### src/hw/rtl/rlkd_pkg.sv
// Shared constants, types and reset table for the resistor ladder key decoder.
package rlkd_pkg;

    localparam int NUM_BUTTONS   = 5;
    localparam int SAMPLE_BITS   = 10;
    localparam int KEY_BITS      = 3;
    localparam int SLOT_BITS     = $clog2(NUM_BUTTONS);
    localparam int TOL_BITS      = 6;
    localparam int CFG_IDX_BITS  = 2;
    localparam int CFG_DATA_BITS = 6;
    localparam int CAL_LIMIT     = 1000;
    localparam int LIMIT_BITS    = ((SAMPLE_BITS > 10) ? SAMPLE_BITS : 10) + 1;

    localparam logic [KEY_BITS-1:0] NO_KEY             = KEY_BITS'(NUM_BUTTONS);
    localparam logic [2:0]          CAL_SLOT_RESET     = 3'd5;
    localparam logic [TOL_BITS-1:0] MATCH_TOL_RESET    = TOL_BITS'(8);
    localparam logic [TOL_BITS-1:0] CONFLICT_TOL_RESET = TOL_BITS'(10);

    typedef enum logic [CFG_IDX_BITS-1:0] {
        REG_CAL_ENABLE   = 2'd0,
        REG_CAL_SLOT     = 2'd1,
        REG_MATCH_TOL    = 2'd2,
        REG_CONFLICT_TOL = 2'd3
    } cfg_reg_t;

    typedef logic [SAMPLE_BITS-1:0] sample_t;
    typedef sample_t [NUM_BUTTONS-1:0] level_array_t;

    typedef struct packed {
        logic                cal_enable;
        logic [2:0]          cal_slot;
        logic [TOL_BITS-1:0] match_tol;
        logic [TOL_BITS-1:0] conflict_tol;
    } cfg_t;

    typedef struct packed {
        logic    mode;
        sample_t sample;
    } item_t;

    typedef struct packed {
        logic [KEY_BITS-1:0] sample_key;
        logic [KEY_BITS-1:0] held_button;
        logic                calibrated;
    } result_t;

    function automatic sample_t level_reset(input int idx);
        sample_t lv;
        case (idx)
            0:       lv = sample_t'(758);
            1:       lv = sample_t'(530);
            2:       lv = sample_t'(355);
            3:       lv = sample_t'(167);
            4:       lv = sample_t'(17);
            default: lv = '0;
        endcase
        return lv;
    endfunction

endpackage

### src/hw/rtl/rlkd_key_find.sv
// Window compare against every level, highest matching index wins.
module rlkd_key_find (
    input  rlkd_pkg::level_array_t          levels,
    input  rlkd_pkg::sample_t               sample,
    input  logic [rlkd_pkg::TOL_BITS-1:0]   tol,
    output logic [rlkd_pkg::KEY_BITS-1:0]   key
);
    import rlkd_pkg::*;

    always_comb
    begin
        logic [SAMPLE_BITS:0] s_ext;
        logic [SAMPLE_BITS:0] t_ext;
        logic [SAMPLE_BITS:0] l_ext;
        s_ext = {1'b0, sample};
        t_ext = (SAMPLE_BITS + 1)'(tol);
        key   = NO_KEY;
        for (int i = 0; i < NUM_BUTTONS; i++)
        begin
            l_ext = {1'b0, levels[i]};
            if ((s_ext <= l_ext + t_ext) && (s_ext + t_ext >= l_ext))
            begin
                key = KEY_BITS'(i);
            end
        end
    end

endmodule

### src/hw/rtl/rlkd_decode_core.sv
// Level table, key latches and per-item decode or calibration decision.
module rlkd_decode_core (
    input  logic              clk,
    input  logic              rst_n,
    input  logic              step,
    input  rlkd_pkg::item_t   item,
    input  rlkd_pkg::cfg_t    cfg,
    output rlkd_pkg::result_t result
);
    import rlkd_pkg::*;

    level_array_t        level_reg;
    logic [KEY_BITS-1:0] last_key_reg;
    logic [KEY_BITS-1:0] held_key_reg;
    logic [KEY_BITS-1:0] last_key_next;
    logic [KEY_BITS-1:0] held_key_next;

    logic [KEY_BITS-1:0] match_key;
    logic                conf_hit;
    logic [KEY_BITS-1:0] conf_key;
    logic                cal_path;
    logic                cal_write;
    logic [SLOT_BITS-1:0] slot_idx;

    rlkd_key_find u_match (
        .levels (level_reg),
        .sample (item.sample),
        .tol    (cfg.match_tol),
        .key    (match_key)
    );

    rlkd_key_find u_conflict (
        .levels (level_reg),
        .sample (item.sample),
        .tol    (cfg.conflict_tol),
        .key    (conf_key)
    );

    assign conf_hit = (conf_key != NO_KEY);
    assign slot_idx = cfg.cal_slot[SLOT_BITS-1:0];

    always_comb
    begin
        cal_path = !item.mode && cfg.cal_enable
                   && (LIMIT_BITS'(item.sample) < LIMIT_BITS'(CAL_LIMIT))
                   && ({1'b0, cfg.cal_slot} < 4'(NUM_BUTTONS));
        cal_write     = cal_path && (!conf_hit || (conf_key == cfg.cal_slot));
        last_key_next = last_key_reg;
        held_key_next = held_key_reg;
        result.sample_key  = NO_KEY;
        result.held_button = held_key_reg;
        result.calibrated  = cal_write;
        if (item.mode)
        begin
            held_key_next = NO_KEY;
        end
        else if (!cal_path)
        begin
            result.sample_key = match_key;
            if (match_key != last_key_reg)
            begin
                last_key_next      = match_key;
                held_key_next      = match_key;
                result.held_button = match_key;
            end
        end
    end

    always_ff @(posedge clk or negedge rst_n)
    begin
        if (!rst_n)
        begin
            for (int i = 0; i < NUM_BUTTONS; i++)
            begin
                level_reg[i] <= level_reset(i);
            end
            last_key_reg <= NO_KEY;
            held_key_reg <= NO_KEY;
        end
        else if (step)
        begin
            if (cal_write)
            begin
                level_reg[slot_idx] <= item.sample;
            end
            last_key_reg <= last_key_next;
            held_key_reg <= held_key_next;
        end
    end

`ifndef SYNTHESIS
    a_cal_no_decode: assert property (@(posedge clk) disable iff (!rst_n)
        step && result.calibrated |-> result.sample_key == NO_KEY)
        else $error("calibration sample produced a decoded key");

    a_read_clears: assert property (@(posedge clk) disable iff (!rst_n)
        step && item.mode |=> held_key_reg == NO_KEY)
        else $error("read did not clear held key");

    a_cal_written: assert property (@(posedge clk) disable iff (!rst_n)
        step && cal_write |=> level_reg[$past(slot_idx)] == $past(item.sample))
        else $error("calibrated level not stored");

    a_cal_keeps_last: assert property (@(posedge clk) disable iff (!rst_n)
        step && cal_path |=> $stable(last_key_reg) && $stable(held_key_reg))
        else $error("calibration sample disturbed key latches");
`endif

endmodule

### src/hw/rtl/resistor_ladder_key_decoder_unit.sv
// Top level of the resistor ladder key decoder: handshake, registers, config.
//
// Input channel: in_valid/in_stall with fields mode and raw_sample. A transfer
// happens on a rising edge with in_valid high and in_stall low. mode 0 is an
// ADC sample, mode 1 reads and clears the held button.
// Output channel: out_valid/out_stall with sample_key, held_button, calibrated;
// exactly one result per input transfer, in order.
// Config: cfg_wen, cfg_index (0 cal_enable, 1 cal_slot, 2 match_tolerance,
// 3 conflict_tolerance), cfg_data; write only while idle.
// Pipeline: input register then result register; the decode is one
// pass of five parallel window compares feeding the key latches.
// Throughput: one item per cycle, back to back, while out_stall is low.
// Stall: while out_stall holds a waiting result, one more item is taken into
// the input register, then in_stall rises until the result is taken.
// Reset: levels 758, 530, 355, 167, 17; last and held keys no key; registers
// to their reset values; both pipeline stages empty.
module resistor_ladder_key_decoder_unit (
    input  logic                                clk,
    input  logic                                rst_n,
    input  logic                                in_valid,
    output logic                                in_stall,
    input  logic                                mode,
    input  logic [rlkd_pkg::SAMPLE_BITS-1:0]    raw_sample,
    output logic                                out_valid,
    input  logic                                out_stall,
    output logic [rlkd_pkg::KEY_BITS-1:0]       sample_key,
    output logic [rlkd_pkg::KEY_BITS-1:0]       held_button,
    output logic                                calibrated,
    input  logic                                cfg_wen,
    input  logic [rlkd_pkg::CFG_IDX_BITS-1:0]   cfg_index,
    input  logic [rlkd_pkg::CFG_DATA_BITS-1:0]  cfg_data
);
    import rlkd_pkg::*;

    logic    s1_valid_reg;
    logic    s1_valid_next;
    item_t   s1_item_reg;
    logic    out_valid_reg;
    logic    out_valid_next;
    result_t out_result_reg;
    result_t core_result;
    cfg_t    cfg_reg;
    logic    s1_adv;
    logic    in_take;

    assign s1_adv   = s1_valid_reg && (!out_valid_reg || !out_stall);
    assign in_stall = s1_valid_reg && !s1_adv;
    assign in_take  = in_valid && !in_stall;

    always_comb
    begin
        s1_valid_next = s1_valid_reg;
        if (in_take)
        begin
            s1_valid_next = 1'b1;
        end
        else if (s1_adv)
        begin
            s1_valid_next = 1'b0;
        end
        out_valid_next = out_valid_reg;
        if (s1_adv)
        begin
            out_valid_next = 1'b1;
        end
        else if (!out_stall)
        begin
            out_valid_next = 1'b0;
        end
    end

    rlkd_decode_core u_core (
        .clk    (clk),
        .rst_n  (rst_n),
        .step   (s1_adv),
        .item   (s1_item_reg),
        .cfg    (cfg_reg),
        .result (core_result)
    );

    always_ff @(posedge clk or negedge rst_n)
    begin
        if (!rst_n)
        begin
            s1_valid_reg  <= 1'b0;
            out_valid_reg <= 1'b0;
        end
        else
        begin
            s1_valid_reg  <= s1_valid_next;
            out_valid_reg <= out_valid_next;
        end
    end

    always_ff @(posedge clk)
    begin
        if (in_take)
        begin
            s1_item_reg.mode   <= mode;
            s1_item_reg.sample <= raw_sample;
        end
        if (s1_adv)
        begin
            out_result_reg <= core_result;
        end
    end

    always_ff @(posedge clk or negedge rst_n)
    begin
        if (!rst_n)
        begin
            cfg_reg.cal_enable   <= 1'b0;
            cfg_reg.cal_slot     <= CAL_SLOT_RESET;
            cfg_reg.match_tol    <= MATCH_TOL_RESET;
            cfg_reg.conflict_tol <= CONFLICT_TOL_RESET;
        end
        else if (cfg_wen)
        begin
            case (cfg_reg_t'(cfg_index))
                REG_CAL_ENABLE:   cfg_reg.cal_enable   <= cfg_data[0];
                REG_CAL_SLOT:     cfg_reg.cal_slot     <= cfg_data[2:0];
                REG_MATCH_TOL:    cfg_reg.match_tol    <= cfg_data[TOL_BITS-1:0];
                REG_CONFLICT_TOL: cfg_reg.conflict_tol <= cfg_data[TOL_BITS-1:0];
                default:          cfg_reg <= cfg_reg;
            endcase
        end
    end

    assign out_valid   = out_valid_reg;
    assign sample_key  = out_result_reg.sample_key;
    assign held_button = out_result_reg.held_button;
    assign calibrated  = out_result_reg.calibrated;

endmodule
### config.mk
export PLATFORM = sky130hd
export DESIGN_NAME = resistor_ladder_key_decoder_unit
export DESIGN_NICKNAME = d
export VERILOG_FILES = /design/src/hw/rtl/rlkd_pkg.sv /design/src/hw/rtl/rlkd_key_find.sv /design/src/hw/rtl/rlkd_decode_core.sv /design/src/hw/rtl/resistor_ladder_key_decoder_unit.sv
export SDC_FILE = /design/constraint.sdc
export NUM_CORES = 1
export LEC_CHECK = 0
export BUFFER_PORTS_ARGS = -buffer_cell sky130_fd_sc_hd__clkbuf_2
export CORE_ASPECT_RATIO = 1.5
export CORE_UTILIZATION = 55
export DETAILED_ROUTE_END_ITERATION = 16
export PLACE_DENSITY = 0.78
export SLEW_MARGIN = 5
export SYNTH_ARGS = -nofsm -noshare
export SYNTH_HDL_FRONTEND = slang
export SYNTH_SLANG_ARGS = --single-unit
### constraint.sdc
create_clock -name clk -period 4.5 [get_ports clk]
set_input_delay 0.675 -clock clk [delete_from_list [all_inputs] [get_ports clk]]
set_output_delay 0.675 -clock clk [all_outputs]
set_load 0.02 [all_outputs]
==> results.md <==
* Outcome: finished with violations
* Failing checks: setup timing
* Buffers and inverters on the worst path at 2
* Vias in the first global route at 11300
* Worst Path Max Fanout at 5
* R2R depth at 17
* Via/cell ratio at 6.49
* WL/cell at 24.4 um
* Slew Limit Fails at 0
* R2R Path End: held_button[1]
* Seq cells post-synth at 92
* Largest net degree at the start of global routing at 40
* Initial antenna violation count at 0
* Pre-CTS setup slack at -0.590 ns
* Diodes inserted at 0
* H-tree levels at 3
* Final Util at 72.5%
* CTS Buffer Depth at 2
* Post-synth EDFFs at 18
* Async set-reset flop share out of synthesis at 80.4%
* Crit share post-route at 109%
* Power Density at 570 nW/um2
* Tmin final at 4.91 ns
* Final WS setup at -0.409 ns
* Die area at 21600 um2
* Slowest stage delay, CP at 0.70 ns
* GRT Util Overall at 38.1%
* Max-cap viol count at 0
* Post-synthesis cell count at 1200
* Routed WL at 41800 um
* Arr. time, crit path at 5.03 ns
* Cell taking the most area after synthesis: ha_1
* Final Hold Viols at 0
* Final TNS setup at -14.35 ns
* 1st-pass router iterations at 5
* Worst EP required at 4.63 ns
* Crit Path Category: reg -> reg
* DRC at 0
* Fin cells at 1712
* Clock Pin Slew Worst Setup and Hold Paths at 0.08 ns
* Endpoints failing setup at 56
* Critical path endpoint category: register
* Gp weighted congestion at 0.976
* Vias at 11100
* Post-DP Area at 13300 um2
* Cts bufs inserted at 9
* Slew @ Worst Pin at 0.896 ns
* HP Class: in -> async
* Top cells by area, synth: ha_1 30%, dfrtp_1 9.3%, dfstp_2 7.1%
* IO buf count at 32
* Filler Cell Count at 1507
* Synthesized area at 11500 um2
* Initial drt markers at 638
* Critical Path Stages at 17
* CP startpoint kind: register
* Power after layout at 8.48 mW
* Ys Warns at 0
* Net Count, Synth at 1508
* Slowest cell on crit path: xnor2_1
* Row cnt at 64
* Hold WS at 0.298 ns
* Clock Skews at 0.0115 ns
* Cells after DPL at 1645
* Unrepaired setup endpoints after global routing: true
* Relative slew slack at 39.8%
* Fmax at 0.204 GHz
* Worst-skew pair later-pin latency at 0.37 ns
* Die W at 120 um
* Ports at 33
* Chip Height at 179 um
* Largest delay share family, worst path: compound AO/OA/AOI/OAI gates
* Core region area at 20500 um2
* Seq/Total Area, Yosys at 21.1%
* Ys flop type: dfrtp_1
* Number of clock sinks at 92
* Layout cells sized above 1 at 33.3%
* Post-DRT Antenna Nets at 0
* Remaining global-route overflow at 0
* Pleak at 6.72 nW
* Clock Tree Root: clkbuf_16
* VDD IR max at 0.000432 V
* CTS tree: done
* Layout area overhead at 28.9%
* Post-synth top area share at 29.5%
* Critical R2R Launch: s1_item_reg[1]
* Yosys cell types at 77
* Worst setup endpoint: held_button[1]
* Critical path cell sequence: ha_1, a21o_1, a21oi_2, buf_4, buf_4, xnor2_1, ha_1, o21a_1, o21ai_0, o21bai_1, a211o_1, o22a_2, or4b_1, o41a_1, a31oi_4, nor3_4, mux2_4
* Starting Density at 56.3%
* Half-perimeter wire length after placement at 30500 um
* Max FFs per register at 50
* Reg2Reg Setup Slack at -0.41 ns
* First-pass GRT wire length at 60800 um
* Final layout net count at 1751
* Worst setup path start: s1_item_reg[1]
* Final Cell Area at 14900 um2
* Syn avg cell area at 9.61 um2
-- power breakdown --
group          internal, mW  switching, mW
Sequential             1.12          0.298
Combinational          3.03           3.23
Clock                 0.392          0.402
-- metal layers --
metal  vias to the layer above  routed length (um)  global-route usage [%]
met5                         -                   0                       0
met4                         0                4620                    37.7
met3                       278                2640                    7.25
met2                       503               20100                    66.6
met1                      5348               14400                    37.2
li1                       4974                   -                       -
-- area by class of cell --
class,count,area [um2],share of cell area [%]
Clock buffer,9,225,1.51
Tap cell,264,330,2.22
Timing Repair Buffer,245,1960,13.2
Sequential cell,92,2430,16.4
Clock inverter,7,65.1,0.438
Inverter,96,364,2.45
Multi-Input combinational cell,999,9490,63.8
-- logic make-up after synthesis --
logic type,after synthesis,synth area share (%)
fa+ha+maj,284,31.6
compound gates,326,19.0
mux,71,7.16
buf+inv,109,3.63
simple gates,226,10.5
flops,92,21.1
xor+xnor,92,6.99
-- worst min-delay path by stage --
stage            startpoint                    to  slack, ns
2_1_floorplan         rst_n            cfg_reg[0]       0.38
3_3_place_gp   s1_valid_reg             out_valid       0.49
3_5_place_dp   s1_valid_reg             out_valid       0.49
4_1_cts               rst_n  u_core.level_reg[45]       0.31
5_1_grt               rst_n  u_core.level_reg[45]       0.34
6_report              rst_n  u_core.level_reg[45]       0.30
-- layout by cell type (no fill, tap or decap), types with 9 or more instances in the layout --
cell / netlist / routed
mux2_4: 9 / 29
xor2_1: 22 / 19
clkbuf_16: 0 / 10
buf_4: 0 / 191
nor3_1: 16 / 15
o2111ai_1: 15 / 14
a21o_1: 38 / 38
nand4_1: 23 / 23
buf_6: 1 / 11
a211oi_1: 16 / 9
inv_1: 96 / 93
nand3_1: 18 / 16
mux2_2: 56 / 36
clkbuf_2: 0 / 31
nand2_1: 30 / 30
a21oi_1: 77 / 54
o211ai_1: 10 / 10
buf_12: 0 / 11
xnor2_1: 70 / 66
o21a_1: 14 / 14
o21bai_1: 14 / 14
a21oi_2: 0 / 20
nand2b_1: 26 / 26
ha_1: 272 / 259
nor2b_1: 33 / 27
o21ai_1: 1 / 19
dfstp_2: 31 / 31
nor2_1: 47 / 45
o21ai_0: 75 / 52
edfxtp_1: 18 / 18
dfrtp_1: 43 / 41
-- Yosys cell counts, types with 9 or more instances --
cell and n:
a21oi_1 77, xnor2_1 70, a2111oi_0 9, fa_1 12
o2111ai_1 15, a21o_1 38, inv_1 96, mux2_2 56
dfrtp_1 43, o211ai_1 10, nor2_1 47, dfstp_2 31
edfxtp_1 18, nand3_1 18, ha_1 272, o21ai_0 75
o21a_1 14, nand2b_1 26, nor2b_1 33, nor3_1 16
clkbuf_1 10, o21bai_1 14, xor2_1 22, a211oi_1 16
mux2_4 9, nand4_1 23, nand2_1 30
-- timing repair --
| item | 4_1_cts | 5_1_grt |
|---|---|---|
| gates cloned | 1 | 1 |
| buffers inserted | 31 | 20 |
| resized for setup | 126 | 59 |
| pin swaps | 57 | 43 |
| hold buffers | 0 | 0 |
| setup endpoints to repair | 58 | 57 |
Power figures use the tool's default switching activity.
